==> src/rtl/core/kse_pkg.sv <==
// Shared types and constants for the k-mer stream encoder.
package kse_pkg;

  localparam int KLEN_W = 6;
  localparam int BYTE_W = 8;
  localparam int OUT_W  = 64;

  localparam logic [KLEN_W-1:0] KLEN_RESET = 6'd16;
  localparam logic [KLEN_W-1:0] KLEN_MIN   = 6'd2;

  localparam logic [BYTE_W-1:0] CHAR_NEWLINE = 8'd10;
  localparam logic [BYTE_W-1:0] CHAR_HEADER  = 8'h3E;
  localparam logic [BYTE_W-1:0] CHAR_N       = 8'h4E;
  localparam logic [BYTE_W-1:0] CHAR_MAX     = 8'd85;

  localparam logic [1:0] FASTQ_SEQ_LINE = 2'd1;

  localparam logic REG_KMER_LENGTH    = 1'b0;
  localparam logic REG_QUALITY_FORMAT = 1'b1;

  typedef struct packed {
    logic newline;
    logic active;
    logic clean;
  } byte_class_t;

  // (c%5 + c%2 - 1) mod 4, c%5 via reciprocal multiply (exact for 8-bit c)
  function automatic logic [1:0] base_code(input logic [BYTE_W-1:0] c);
    logic [15:0] prod;
    logic [5:0]  quot;
    logic [7:0]  rem;
    prod = {8'd0, c} * 16'd205;
    quot = prod[15:10];
    rem  = c - 8'({2'd0, quot} * 8'd5);
    return 2'(rem[1:0] + {1'b0, c[0]} + 2'd3);
  endfunction

endpackage

==> src/rtl/core/kse_line_tracker.sv <==
// Line role tracking: header and FASTQ record line classification per byte.
module kse_line_tracker import kse_pkg::*; (
  input  logic              clk,
  input  logic              rst,
  input  logic              advance,
  input  logic              quality_format,
  input  logic [BYTE_W-1:0] text_byte,
  output byte_class_t       byte_class
);

  logic [1:0] record_line;
  logic       line_start;
  logic       skip_line;

  logic is_newline;
  logic skip_eff;

  always_comb begin
    is_newline = (text_byte == CHAR_NEWLINE);
    if (line_start) begin
      if (quality_format) begin
        skip_eff = (record_line != FASTQ_SEQ_LINE);
      end else begin
        skip_eff = (text_byte == CHAR_HEADER);
      end
    end else begin
      skip_eff = skip_line;
    end
    byte_class.newline = is_newline;
    byte_class.active  = !is_newline && !skip_eff;
    byte_class.clean   = (text_byte != CHAR_N) && (text_byte <= CHAR_MAX);
  end

  always_ff @(posedge clk) begin
    if (rst) begin
      record_line <= 2'd0;
      line_start  <= 1'b1;
      skip_line   <= 1'b0;
    end else if (advance) begin
      if (is_newline) begin
        if (quality_format) begin
          record_line <= record_line + 2'd1;
        end
        line_start <= 1'b1;
        skip_line  <= 1'b0;
      end else begin
        line_start <= 1'b0;
        skip_line  <= skip_eff;
      end
    end
  end

endmodule

==> src/rtl/core/kse_kmer_window.sv <==
// Base shift window, clean run counter and result register.
module kse_kmer_window import kse_pkg::*; #(
  parameter int MAX_KMER = 32
) (
  input  logic              clk,
  input  logic              rst,
  input  logic              advance,
  input  logic              run_clear,
  input  logic [KLEN_W-1:0] k,
  input  logic [BYTE_W-1:0] text_byte,
  input  byte_class_t       byte_class,
  input  logic              out_ready,
  output logic              out_valid,
  output logic [OUT_W-1:0]  out_data
);

  localparam int WIN_W = 2 * MAX_KMER;

  logic [WIN_W-1:0]  window_bits;
  logic [WIN_W-1:0]  window_bits_next;
  logic [KLEN_W-1:0] clean_run;
  logic [KLEN_W-1:0] clean_run_next;
  logic              emit;
  logic [WIN_W-1:0]  insert;
  logic [WIN_W-1:0]  mask;
  logic [KLEN_W-1:0] shift;
  logic [KLEN_W-1:0] k_less;

  always_comb begin
    k_less = k - 6'd1;
    shift  = {k_less[KLEN_W-2:0], 1'b0};
    insert = {{(WIN_W-2){1'b0}}, base_code(text_byte)} << shift;
    for (int i = 0; i < MAX_KMER; i++) begin
      mask[2*i +: 2] = (KLEN_W'(i) < k) ? 2'b11 : 2'b00;
    end

    window_bits_next = window_bits;
    clean_run_next   = clean_run;
    emit             = 1'b0;
    if (byte_class.newline) begin
      clean_run_next = '0;
    end else if (byte_class.active) begin
      if (!byte_class.clean) begin
        clean_run_next = '0;
      end else begin
        window_bits_next = (window_bits >> 2) | insert;
        if (clean_run < k) begin
          clean_run_next = clean_run + 6'd1;
        end
        emit = (clean_run_next >= k);
      end
    end
  end

  always_ff @(posedge clk) begin
    if (rst) begin
      window_bits <= '0;
      clean_run   <= '0;
      out_valid   <= 1'b0;
    end else begin
      if (run_clear) begin
        clean_run <= '0;
      end else if (advance) begin
        window_bits <= window_bits_next;
        clean_run   <= clean_run_next;
      end
      if (advance) begin
        out_valid <= emit;
      end else if (out_ready) begin
        out_valid <= 1'b0;
      end
    end
  end

  always_ff @(posedge clk) begin
    if (advance && emit) begin
      out_data <= OUT_W'(window_bits_next & mask);
    end
  end

endmodule

==> src/rtl/core/kmer_stream_encoder_unit.sv <==
// Top level of the k-mer stream encoder: input register, config and wiring.
//
// Bytes of a FASTA or FASTQ file arrive one beat at a time on the s_ side.
// Each sequence-line base shifts into a 2-bit-per-base window; once the last
// k bases of the line are clean, one packed k-mer leaves on the m_ side,
// oldest base in the lowest bits. Headers, non-sequence FASTQ lines,
// newlines and windows holding unclean bytes give no beat.
// Configuration: cfg_write with cfg_index 0 sets k (6 bits), 1 sets the
// format (0 FASTA, 1 FASTQ). Write only while idle.
// Path: a byte goes through the input register, then the result register.
// Throughput: one byte per cycle while m_ is not stalled, set by the
// combinational window update between the input and result registers.
// Reset: k = 16, FASTA, empty window, next byte starts a line.
// Stall: while m_tvalid is high and m_tready is low the result register
// holds; one further byte fills an empty input register, then s_tready drops.
module kmer_stream_encoder_unit import kse_pkg::*; #(
  parameter int MAX_KMER = 32
) (
  input  logic              clk,
  input  logic              rst,
  input  logic              s_tvalid,
  output logic              s_tready,
  input  logic [7:0]        s_tdata,   // [7:0] text_byte
  output logic              m_tvalid,
  input  logic              m_tready,
  output logic [63:0]       m_tdata,   // [63:0] kmer_value
  input  logic              cfg_write,
  input  logic              cfg_index,
  input  logic [KLEN_W-1:0] cfg_data
);

  localparam logic [KLEN_W-1:0] KLEN_MAX = KLEN_W'(MAX_KMER);

  logic              in_valid;
  logic [BYTE_W-1:0] in_byte;
  logic              advance;
  logic [KLEN_W-1:0] kmer_length;
  logic              quality_format;
  logic [KLEN_W-1:0] k_eff;
  logic              run_clear;
  byte_class_t       byte_class;

  assign advance   = in_valid && (!m_tvalid || m_tready);
  assign s_tready  = !in_valid || advance;
  assign run_clear = cfg_write && (cfg_index == REG_KMER_LENGTH);

  always_comb begin
    if (kmer_length < KLEN_MIN) begin
      k_eff = KLEN_MIN;
    end else if (kmer_length > KLEN_MAX) begin
      k_eff = KLEN_MAX;
    end else begin
      k_eff = kmer_length;
    end
  end

  always_ff @(posedge clk) begin
    if (rst) begin
      in_valid       <= 1'b0;
      kmer_length    <= KLEN_RESET;
      quality_format <= 1'b0;
    end else begin
      if (s_tready) begin
        in_valid <= s_tvalid;
      end
      if (cfg_write) begin
        case (cfg_index)
          REG_KMER_LENGTH:    kmer_length    <= cfg_data;
          REG_QUALITY_FORMAT: quality_format <= cfg_data[0];
          default: ;
        endcase
      end
    end
  end

  always_ff @(posedge clk) begin
    if (s_tvalid && s_tready) begin
      in_byte <= s_tdata;
    end
  end

  kse_line_tracker u_line (
    .clk            (clk),
    .rst            (rst),
    .advance        (advance),
    .quality_format (quality_format),
    .text_byte      (in_byte),
    .byte_class     (byte_class)
  );

  kse_kmer_window #(
    .MAX_KMER (MAX_KMER)
  ) u_window (
    .clk        (clk),
    .rst        (rst),
    .advance    (advance),
    .run_clear  (run_clear),
    .k          (k_eff),
    .text_byte  (in_byte),
    .byte_class (byte_class),
    .out_ready  (m_tready),
    .out_valid  (m_tvalid),
    .out_data   (m_tdata)
  );

endmodule
==> config.mk <==
export PLATFORM = sky130hd
export DESIGN_NAME = kmer_stream_encoder_unit
export DESIGN_NICKNAME = d
export VERILOG_FILES = /design/src/rtl/core/kse_pkg.sv /design/src/rtl/core/kse_line_tracker.sv /design/src/rtl/core/kse_kmer_window.sv /design/src/rtl/core/kmer_stream_encoder_unit.sv
export SDC_FILE = /design/constraint.sdc
export NUM_CORES = 1
export LEC_CHECK = 0
export ABC_CLOCK_PERIOD_IN_PS = 17600
export BUFFER_PORTS_ARGS = -buffer_cell sky130_fd_sc_hd__buf_2
export CELL_PAD_IN_SITES_DETAIL_PLACEMENT = 0
export CELL_PAD_IN_SITES_GLOBAL_PLACEMENT = 2
export CORE_UTILIZATION = 41
export CTS_CLUSTER_DIAMETER = 200
export CTS_CLUSTER_SIZE = 28
export DETAILED_ROUTE_END_ITERATION = 10
export HOLD_SLACK_MARGIN = 0.08
export PLACE_DENSITY_LB_ADDON = 0.2
export SYNTH_ARGS = -nofsm -noshare
export SYNTH_HDL_FRONTEND = slang
export SYNTH_SLANG_ARGS = --single-unit
==> constraint.sdc <==
create_clock -name clk -period 17.6 [get_ports clk]
set_input_delay 0 -clock clk [delete_from_list [all_inputs] [get_ports clk]]
set_output_delay 0 -clock clk [all_outputs]
set_load 0.02 [all_outputs]
Yosys cells after proc, flatten, opt, wreduce, memory -nomap -nowiden
Index checks and enable logic that the tools add are counted.
- bits in registers: 155
- input port bits: 20
- multipliers: 2
- reductions and logical operators: 20
- shifts and indexed selects: 1
- mux-type cells: 53
- equal/unequal tests: 4
- $lt $le $gt $ge: 37
- bitwise logic cells: 4
- add/subtract/negate cells: 6
- operator list (cell ; count):
    2-to-1 mux 64 bit ; 3
    less-than comparator 5 x 6 -> 1 bit (first input constant) ; 16
    AND 64 bit ; 1
    2-to-1 mux 2 bit ; 32
    bitwise OR 62 x 64 -> 64 bit ; 1
    << shifter 2 x 6 -> 64 bit ; 1
    2-to-1 mux 6 bit ; 9
    less-than comparator 4 x 6 -> 1 bit (first input constant) ; 8
    less-than comparator 3 x 6 -> 1 bit (first input constant) ; 4
    multiplier 8 x 8 -> 16 bit (second input constant) ; 1
    less-than comparator 1 x 6 -> 1 bit (first input constant) ; 2
    less-than comparator 2 x 6 -> 1 bit (first input constant) ; 2
    2-to-1 mux 1 bit ; 9
    == test 8 x 4 -> 1 bit (second input constant) ; 1
    == test 8 x 6 -> 1 bit (second input constant) ; 1
    <= comparator 8 x 7 -> 1 bit (second input constant) ; 1
    inequality test 8 x 7 -> 1 bit (second input constant) ; 1
    AND reduction 2 bit ; 4
    adder 6 x 1 -> 6 bit (second input constant) ; 1
    >= comparator 6 bit ; 1
    > comparator 6 bit (second input constant) ; 1
    logical AND 1 bit ; 6
    less-than comparator 6 x 2 -> 1 bit (second input constant) ; 1
    less-than comparator 6 bit ; 1
    other kinds (13) ; 19

Depth between registers and ports, before layout
Gate-level depths: netlist of the first run.
- depth in word-level cells: 13
- mapped depth: 22
- depth with buffers taken out: 21

Cells and area by module
A second synthesis of the first run with hierarchy kept.
- cell total of the unflattened synthesis: 884
- area, all modules: 8543.2 µm²
- by module, submodules not included (module ; times used ; area each (µm²) ; cells an instance):
    kse_kmer_window ; 1 ; 7587.3 ; 796
    kmer_stream_encoder_unit ; 1 ; 663.1 ; 53
    kse_line_tracker ; 1 ; 292.8 ; 35

Worst setup path before layout of the first run
No wires, ideal clock.
- kind: register to register
- start: register kmer_length[3]
- end: register u_window.out_data[0], enable pin
- setup slack: 10.957 ns
- data required time: 17.093 ns
- stages on the path, launching flop included: 16
- arrival time: 6.136 ns
- period minus slack after synthesis: 6.643 ns
- setup time: 0.507 ns
- cell sequence: dfxtp_1 > clkbuf_1 > clkbuf_1 > nand2_1 > ha_1 > a2111oi_0 > o21a_1 > or2_1 > buf_2 > mux2_2 > ha_1 > a21oi_1 > nor2b_1 > o21ai_0 > a21o_1 > a21oi_1
- word-level cells in the longest chain between the ends: 13
- elaborated cells between the ends (all ways): 14
- classes of those cells: order compare: 4; mux: 9; reduce/logical: 1
- RTL lines (what ; line ; source):
    start, declared ; kmer_stream_encoder_unit.sv:37 ; logic [KLEN_W-1:0] kmer_length;
    start signal, assigned ; kmer_stream_encoder_unit.sv:68 ; REG_KMER_LENGTH: kmer_length <= cfg_data;
    > comparator 6 bit ; kmer_stream_encoder_unit.sv:50 ; end else if (kmer_length > KLEN_MAX) begin
    2-to-1 mux 6 bit ; kmer_stream_encoder_unit.sv:50 ;
    2-to-1 mux 6 bit (*) ; kmer_stream_encoder_unit.sv:48 ; if (kmer_length < KLEN_MIN) begin
    less-than comparator 6 bit ; kse_kmer_window.sv:47 ; if (clean_run < k) begin
    2-to-1 mux 6 bit ; kse_kmer_window.sv:47 ;
    2-to-1 mux 6 bit ; kse_kmer_window.sv:43 ; if (!byte_class.clean) begin
    2-to-1 mux 6 bit ; kse_kmer_window.sv:42 ; end else if (byte_class.active) begin
    2-to-1 mux 6 bit ; kse_kmer_window.sv:40 ; if (byte_class.newline) begin
    >= comparator 6 bit (*) ; kse_kmer_window.sv:50 ; emit = (clean_run_next >= k);
    2-to-1 mux 1 bit (*) ; kse_kmer_window.sv:43 ;
    2-to-1 mux 1 bit (*) ; kse_kmer_window.sv:42 ;
    2-to-1 mux 1 bit (*) ; kse_kmer_window.sv:40 ;
    logical AND 1 bit (*) ; kse_kmer_window.sv:76 ; if (advance && emit) begin
    end signal, assigned ; kse_kmer_window.sv:77 ; out_data <= OUT_W'(window_bits_next & mask);
    end, declared ; kse_kmer_window.sv:14 ; output logic [OUT_W-1:0] out_data
Every way passes the cells marked *; elsewhere a longest branch is shown, timed or not. The select of a mux whose other input is x is not followed.
A chain may end at the register's enable or synchronous reset.

Worst setup path in the final report of the first run
- start: register in_byte[1]
- end: register u_window.out_data[13] (data pin)
- word-level cells in the longest chain between the ends: 11
- elaborated cells between the ends (all ways): 21
- classes of those cells: add/sub: 3; mul: 2; order compare: 1; eq/ne: 3; shift: 1; mux: 5; bitwise: 2; reduce/logical: 4
- RTL lines (what ; line ; source):
    start, declared ; kmer_stream_encoder_unit.sv:35 ; logic [BYTE_W-1:0] in_byte;
    start signal, assigned ; kmer_stream_encoder_unit.sv:78 ; in_byte <= s_tdata;
    multiplier 8 x 8 -> 16 bit ; kse_pkg.sv:32 ; prod = {8'd0, c} * 16'd205;
    multiplier 6 x 3 -> 2 bit ; kse_pkg.sv:34 ; rem = c - 8'({2'd0, quot} * 8'd5);
    subtractor 2 bit ; kse_pkg.sv:34 ;
    adder 2 x 1 -> 2 bit ; kse_pkg.sv:35 ; return 2'(rem[1:0] + {1'b0, c[0]} + 2'd3);
    adder 2 bit ; kse_pkg.sv:35 ;
    << shifter 2 x 6 -> 64 bit ; kse_kmer_window.sv:32 ; insert = {{(WIN_W-2){1'b0}}, base_code(text_byte)} << shift;
    bitwise OR 62 x 64 -> 64 bit ; kse_kmer_window.sv:46 ; window_bits_next = (window_bits >> 2) | insert;
    2-to-1 mux 64 bit ; kse_kmer_window.sv:43 ;
    2-to-1 mux 64 bit ; kse_kmer_window.sv:42 ;
    2-to-1 mux 64 bit (*) ; kse_kmer_window.sv:40 ;
    AND 64 bit (*) ; kse_kmer_window.sv:77 ;
Every way passes the cells marked *; elsewhere a longest branch is shown, timed or not.

==> metrics.txt, run 1 <==
Register Area=3824 sq um; Max VDD drop=0.07651 mV; start of the worst register-to-register path=in_byte[1]$_DFFE_PP_; category of the worst setup path capture point=register; Critical Path Start Type=register; leading cell types by total area after synthesis=sky130_fd_sc_hd__edfxtp_1 25%, sky130_fd_sc_hd__dfxtp_1 19%, sky130_fd_sc_hd__ha_1 7.6%; final HPWL from detailed placement=16810 um; Peak Freq=0.1741 GHz; number of buffers added to fix hold violations after cts=27; number of buffers on the longest clock path=2; portion of the clock cycle consumed by the worst path in the final layout=32.63%; die area=21540 sq um; Mapped Cells=874; nets in the synthesized netlist=957; post-synthesis async set-or-reset flop share=0%; Static Leak=0.003746 uW; Syn Area/Cell=9.831 sq um; startpoint of the worst hold path=cfg_write; final period demand of the worst path=5.744 ns; TritonCTS Buffers=17; result of the run=finished clean; die height=146.8 um; Min-Delay Path Depth=3; total via count in the routed design=6954; Post-synth EDFFs=72; number of gates resized after cts=0; TritonCTS clock tree=yes; Avg WL per Cell=19.50 um; Final TNS setup=0 ns; number of remaining DRC errors=0; number of placement rows=52; master cell of the clock root buffer=sky130_fd_sc_hd__clkbuf_16; Worst Path Arrival=5.99 ns; I/O pin total=86; most common cell in the netlist=sky130_fd_sc_hd__nor2_1; unrepaired setup endpoints after global routing=false; routability cong.=0.8454; count of TritonRoute iterations in the first routing pass=5; total number of yosys warnings=0; number of vias per cell after detailed routing=5.626; Main synth FF type=sky130_fd_sc_hd__dfxtp_1; number of global-route vias before repair=6895; Core Box Area=20360 sq um; most area-hungry cell type in the Yosys netlist=sky130_fd_sc_hd__edfxtp_1; worst relative slew slack=28.07%; H-tree depth=4; worst min path class=in2reg; netlist area before placement=8592 sq um; number of storage elements in the synthesis netlist=155; initial antenna violation count=0; Critical Path Start=in_byte[1]$_DFFE_PP_; final wirelength=24100 um; Distinct cells, synth=61; reg-to-reg slack, setup=11.86 ns; number of nets at the end of the flow=1036; final clock skew=0.008354 ns; remaining antenna violation count=0; clock slew seen by the registers of the worst setup and hold paths=0.06 ns; global-route congestion overflow total=0; cell types with the highest counts after synthesis=144 x sky130_fd_sc_hd__nor2_1, 83 x sky130_fd_sc_hd__dfxtp_1, 72 x sky130_fd_sc_hd__a21oi_1, 72 x sky130_fd_sc_hd__edfxtp_1, 59 x sky130_fd_sc_hd__a211oi_1; ratio of cells with drive above 1 in the final layout=19.46%; fraction of the yosys area taken by sequential cells=44.50%; number of antenna cells inserted=0; final-layout worst hold slack=0.2225 ns; later-pin clock latency in the skew report=0.43 ns; r2r worst-path depth=20; final setup fails=0; share of Yosys cell area claimed by the top area cell type=25.16%; power density normalized to cell area=108.1 nW/um^2; peak fanout along the critical path=32; pin count of the biggest net entering global routing=95; number of filler cells placed in the layout=1875; r2r endpoint=u_window.out_data[13]$_DFFE_PP_; post-CTS setup buffer count=0; required time of the worst setup path=17.84 ns; total area of multi-input combinational cells=4349 sq um; horizontal extent of the die=146.8 um; transition time of the tightest slew-check pin=1.079 ns; final slew viol count=0; effective utilization at floorplan=42.19%; critical path type=reg2reg; port bufs=85; global-route wire length before repair=38040 um; maxcap violations=0; area delta synth->final=16.67%; GRT Util Overall=23.23%; sink of the worst hold path=u_window.clean_run[0]$_SDFFE_PP0P_; number of design-rule violations left by the first detailed-router iteration=506; sinks on the clock net=155; Final Hold Viols=0
worst max path at each step:
stage	endpoint
after detailed placement	u_window.out_data[7]$_DFFE_PP_
after floorplan	u_window.out_data[0]$_DFFE_PP_
after CTS	u_window.out_data[7]$_DFFE_PP_
after global placement	u_window.out_data[5]$_DFFE_PP_
final	u_window.out_data[13]$_DFFE_PP_
after global routing	u_window.out_data[11]$_DFFE_PP_
metrics by stage:
stage               std cells  power, uW  util [%]  cell area, sq um  worst slack (ns)
detailed placement       1177      718.0     45.02              9169             11.77
global route             1236       1140     49.23             10020             11.48
global placement         1177      710.0     45.02              9169             11.91
CTS                      1236       1089     49.23             10020             11.79
floorplan                 874      636.2         -              8592             10.96
finish                   1236       1084     49.23             10020             11.86
routing by layer:
metal | global-route usage, % | vias to the layer above | part of all wire (%)
met5 | 0 | - | 0
met4 | 9.479 | 0 | 2.7
met3 | 4.099 | 49 | 4.7
met2 | 39.50 | 223 | 49
met1 | 29.09 | 3334 | 43
li1 | - | 3348 | -
cells by family (layout without fill, tap and decap cells):
family / Yosys count / in the layout / share of synthesized area [%]
compound gates: 260 / 260 / 22.48
xor+xnor: 18 / 18 / 1.835
fa+ha+maj: 63 / 63 / 10.14
buf+inv: 108 / 200 / 5.432
flops: 155 / 155 / 44.50
mux: 19 / 19 / 2.228
simple gates: 251 / 251 / 13.38
area by class of cell:
cell class / instances / share of cell area, %
clock inverter: 13 / 1.423
tap: 270 / 3.370
timing repair buffer: 118 / 7.389
clock buffer: 19 / 4.418
multi-input combinational: 611 / 43.38
inverter: 50 / 1.872
sequential: 155 / 38.14
critical path, cell delays in order, from the launching register on:
cell and delay [ns]:
sky130_fd_sc_hd__edfxtp_1 0.52, sky130_fd_sc_hd__ha_1 0.37, sky130_fd_sc_hd__inv_1 0.06, sky130_fd_sc_hd__fa_1 0.52
sky130_fd_sc_hd__inv_1 0.06, sky130_fd_sc_hd__fa_1 0.50, sky130_fd_sc_hd__inv_1 0.06, sky130_fd_sc_hd__fa_1 0.52
sky130_fd_sc_hd__inv_1 0.04, sky130_fd_sc_hd__ha_1 0.32, sky130_fd_sc_hd__a21oi_1 0.20, sky130_fd_sc_hd__nand2_1 0.07
sky130_fd_sc_hd__a21oi_1 0.26, sky130_fd_sc_hd__xor2_1 0.11, sky130_fd_sc_hd__ha_1 0.19, sky130_fd_sc_hd__nor2_1 0.12
sky130_fd_sc_hd__xnor2_1 0.14, sky130_fd_sc_hd__xnor2_1 0.16, sky130_fd_sc_hd__xnor2_4 0.75, sky130_fd_sc_hd__a31oi_1 0.24
sky130_fd_sc_hd__a211oi_1 0.32
cells in the final DEF (no fill, tap or decap), types with 5 or more instances in the layout:
| master | count |
|---|---|
| sky130_fd_sc_hd__a21oi_2 | 14 |
| sky130_fd_sc_hd__xnor2_1 | 12 |
| sky130_fd_sc_hd__a211oi_1 | 59 |
| sky130_fd_sc_hd__a211oi_2 | 29 |
| sky130_fd_sc_hd__nand2b_1 | 6 |
| sky130_fd_sc_hd__buf_2 | 85 |
| sky130_fd_sc_hd__nor2b_1 | 7 |
| sky130_fd_sc_hd__a311oi_1 | 15 |
| sky130_fd_sc_hd__ha_1 | 52 |
| sky130_fd_sc_hd__and2_1 | 5 |
| sky130_fd_sc_hd__a21oi_1 | 71 |
| sky130_fd_sc_hd__a31oi_1 | 21 |
| sky130_fd_sc_hd__dfxtp_1 | 83 |
| sky130_fd_sc_hd__fa_1 | 11 |
| sky130_fd_sc_hd__mux2i_1 | 18 |
| sky130_fd_sc_hd__dlygate4sd3_1 | 27 |
| sky130_fd_sc_hd__or2_2 | 6 |
| sky130_fd_sc_hd__buf_4 | 6 |
| sky130_fd_sc_hd__inv_1 | 49 |
| sky130_fd_sc_hd__nand4_1 | 18 |
| sky130_fd_sc_hd__nand2_1 | 36 |
| sky130_fd_sc_hd__nand3_1 | 8 |
| sky130_fd_sc_hd__nor2_1 | 143 |
| sky130_fd_sc_hd__o21ai_0 | 15 |
| sky130_fd_sc_hd__xor2_1 | 5 |
| sky130_fd_sc_hd__a21o_1 | 6 |
| sky130_fd_sc_hd__clkbuf_16 | 17 |
| sky130_fd_sc_hd__edfxtp_1 | 72 |
power breakdown:
group	total [uW]	internal [uW]	leakage [uW]	switching, uW
registers	404	391	0.00138	13.3
logic	311	98.5	0.00208	212
clock network	369	214	0.000279	155
total	1080	703	0.00375	381
registers in the layout (all words and copies together) (netlist names):
name and cells:
u_window.out_data 64, u_window.window_bits 64, in_byte 8, kmer_length 6, u_window.clean_run 6, u_line.record_line 2
in_valid 1, quality_format 1, u_line.line_start 1, u_line.skip_line 1, u_window.out_valid 1
(Power assumes the default switching activity.)
==> inputs of run 2 (changes only) <==
- ABC_CLOCK_PERIOD_IN_PS: 17600 -> 5300
- CORE_UTILIZATION: 41 -> 38
- clock period: 17.6 -> 5.3 ns (I/O delays scaled with it)
==> run 2 against run 1 <==
First-iteration DRC count is 8.3% lower; the flow now finishes with violations (DRC); register-to-register slack worse by 12 ns; clock skew hardly changed; setup slack worse by 12 ns; global-route usage is 1.5 points lower; design area is 4.2% higher; largest power group is now combinational logic; sequential share of layout area is 1.5 points lower; routed wire length is 2.0% higher; highest routed layer unchanged; sequential power grew to 3.3 times the previous value.
==> metrics.txt, run 2 (synthesized netlist as in run 1, its figures left out) <==
result of the run=finished, violations left; violations in the final reports=DRC; Static Leak=0.003965 uW (+5.8%); net switching power=1415 uW (+270%); die area=23220 sq um (+7.8%); peak fanout along the critical path=12 (-63%); I/O pin total=86 (unchanged); required time of the worst setup path=5.55 ns (-12.29 ns); r2r worst-path depth=23 (+15%); internal power component=2600 uW (+270%); maxcap violations=0 (unchanged); initial antenna violation count=0 (unchanged); Worst path slowest cell=sky130_fd_sc_hd__fa_1; overall power of the completed layout=4015 uW (+270%); final non-filler cell area=10450 sq um (+4.2%); final clock skew=0.007979 ns (-0.0003749 ns); combinational group share of total power=36.1% (+7.5 points); final standard cell utilization of the core=47.43% (-1.8 points); number of global-route vias before repair=6791 (-1.5%); Core Box Area=22030 sq um (+8.2%); crit-path max cell delay=0.52 ns (-0.23 ns); final slew viol count=0 (unchanged); final setup fails=0 (unchanged); final wirelength=24580 um (+2.0%); final HPWL from detailed placement=16860 um (+0.28%); Regs by FF count=u_window.out_data: 64 flops, u_window.window_bits: 64 flops, in_byte: 8 flops; most frequent cell on the critical path=sky130_fd_sc_hd__inv_1; routability cong.=0.8403 (-0.60%); Critical Path Start Type=register; number of vias per cell after detailed routing=5.435 (-3.4%); pin count of the biggest net entering global routing=95 (unchanged); most used cells in the layout excluding fill and tap cells=142 x sky130_fd_sc_hd__nor2_1, 85 x sky130_fd_sc_hd__buf_2, 83 x sky130_fd_sc_hd__dfxtp_1; fraction of power consumed by the clock network=30.7% (-3.3 points); power density normalized to cell area=384.3 nW/um^2 (+260%); Critical Path Start=in_byte[1]$_DFFE_PP_; number of filler cells placed in the layout=2118 (+13%); Area after DPL=9425 sq um (+2.8%); ratio of cells with drive above 1 in the final layout=23.45% (+4.0 points); global routing met2 resource utilization=35.75% (-3.8 points); portion of the clock cycle consumed by the worst path in the final layout=95.35% (+63 points); global-route congestion overflow total=0 (unchanged); category of the worst setup path capture point=register; TritonCTS clock tree=yes; global-route met1 utilization=29.15% (+0.055 points); number of design-rule violations left by the first detailed-router iteration=464 (-8.3%); total via count in the routed design=6968 (+0.20%); die height=152.4 um (+3.8%); reg-to-reg slack, setup=0.25 ns (-11.61 ns); gr busiest metal=met2; crit-path cells=ha_4 -> inv_1 -> fa_1 -> inv_1 -> fa_1 -> inv_1 -> fa_1 -> inv_1 -> ha_4 -> a21oi_2 -> nand2_1 -> a21oi_2 -> buf_4 -> xor2_1 -> ha_1 -> nor2_1 -> xnor2_1 -> xnor2_1 -> xnor2_2 -> buf_6 -> buf_8 -> a31oi_1 -> a211oi_1; Peak Freq=0.1979 GHz (+14%); number of buffers on the longest clock path=2 (unchanged); worst min path class=in2reg; start of the worst register-to-register path=in_byte[1]$_DFFE_PP_; H-tree depth=4 (unchanged); Avg WL per Cell=19.17 um (-1.7%); critical path type=reg2reg; TritonCTS Buffers=17 (unchanged); worst setup path endpoint=u_window.out_data[29]$_DFFE_PP_; Sw Ratio=35.25% (+0.14 points); later-pin clock latency in the skew report=0.43 ns (about the same); final-layout worst hold slack=0.1057 ns (-0.1169 ns); Worst Path Arrival=5.30 ns (-0.69 ns); effective utilization at floorplan=39.01% (-3.2 points); port bufs=85 (unchanged); global-route wire length before repair=38810 um (+2.0%); GR Util met3=3.100% (-1.0 points); count of TritonRoute iterations in the first routing pass=8 (+3); number of antenna cells inserted=0 (unchanged); Max VDD drop=0.4002 mV (+420%); remaining antenna violation count=0 (unchanged); share of power burned in registers=33.2% (-4.1 points); clock slew seen by the registers of the worst setup and hold paths=0.07 ns (about the same); commonest non-fill, non-tap cell in the layout=sky130_fd_sc_hd__nor2_1; area delta synth->final=21.60%; GRT Util Overall=21.70% (-1.5 points); transition time of the tightest slew-check pin=1.137 ns (+0.05798 ns); master cell of the clock root buffer=sky130_fd_sc_hd__clkbuf_16; Final Hold Viols=0 (unchanged); number of placement rows=54 (+3.8%); number of nets at the end of the flow=1072 (+3.5%); sinks on the clock net=155 (unchanged); r2r endpoint=u_window.out_data[29]$_DFFE_PP_; final period demand of the worst path=5.054 ns (-0.6898 ns); number of remaining DRC errors=9 (+9); worst relative slew slack=24.04% (-4.0 points); horizontal extent of the die=152.4 um (+3.8%)
-- run 2: repair_timing --
action | in CTS | in global routing
endpoints found under the hold margin | 17 | 0
resized for setup | 0 | 16
buffers inserted | 0 | 4
setup endpoints to repair | 0 | 108
hold buffers | 29 | 0
-- run 2: how the worst min path moves through the flow --
stage | startpoint | depth (start not counted) | endpoint | slack [ns]
floorplan | s_tdata[0] | 0 | in_byte[0]$_DFFE_PP_ | 0.1
global placement | s_tdata[6] | 1 | in_byte[6]$_DFFE_PP_ | 0.18
detailed placement | s_tdata[6] | 1 | in_byte[6]$_DFFE_PP_ | 0.18
CTS | cfg_write | 4 | kmer_length[4]$_SDFFE_PP1P_ | 0.09
global route | cfg_write | 4 | kmer_length[4]$_SDFFE_PP1P_ | 0.13
finish | cfg_write | 4 | kmer_length[4]$_SDFFE_PP1P_ | 0.11
-- run 2: per-layer routing --
| layer | vias up | wire length (um) |
|---|---|---|
| li1 | 3417 | - |
| met1 | 3331 | 11220 |
| met2 | 185 | 11790 |
| met3 | 35 | 1050 |
| met4 | 0 | 521 |
| met5 | - | 0 |
-- run 2: layout make-up --
cell class | instances | area, sq um | area share [%]
multi-input cells | 611 | 4414 | 42.25
flip-flops and latches | 155 | 3824 | 36.60
repair buffers | 154 | 1086 | 10.40
clock buffers | 19 | 454.2 | 4.347
well taps | 280 | 350.3 | 3.353
inverters | 50 | 187.7 | 1.796
clock inverters | 13 | 131.4 | 1.257
-- run 2: stage by stage --
step,std cells,setup slack [ns],setup TNS [ns]
3_5_place_dp,1216,0.1117,0
4_1_cts,1277,0.09287,0
6_report,1282,0.2463,0
5_1_grt,1282,-0.03087,-0.1686
2_1_floorplan,874,0.09231,0
3_3_place_gp,1216,0.1642,0
-- run 2: worst max-delay path: cells and delay by family (launching register included) --
| family | cells | cell delay [ns] |
|---|---|---|
| fa+ha+maj | 6 | 2.24 |
| flops | 1 | 0.44 |
| xor+xnor | 4 | 0.71 |
| buf+inv | 7 | 0.66 |
| simple gates | 2 | 0.13 |
| compound gates | 4 | 0.69 |
-- run 2: power by group through the flow --
stage                     combinational (uW)  sequential, uW  clock (uW)
after detailed placement                1160            1360           0
after floorplan                          756            1360           0
after CTS                               1180            1330        1260
after global placement                  1170            1360           0
after global routing                    1570            1340        1300
final                                   1450            1330        1230
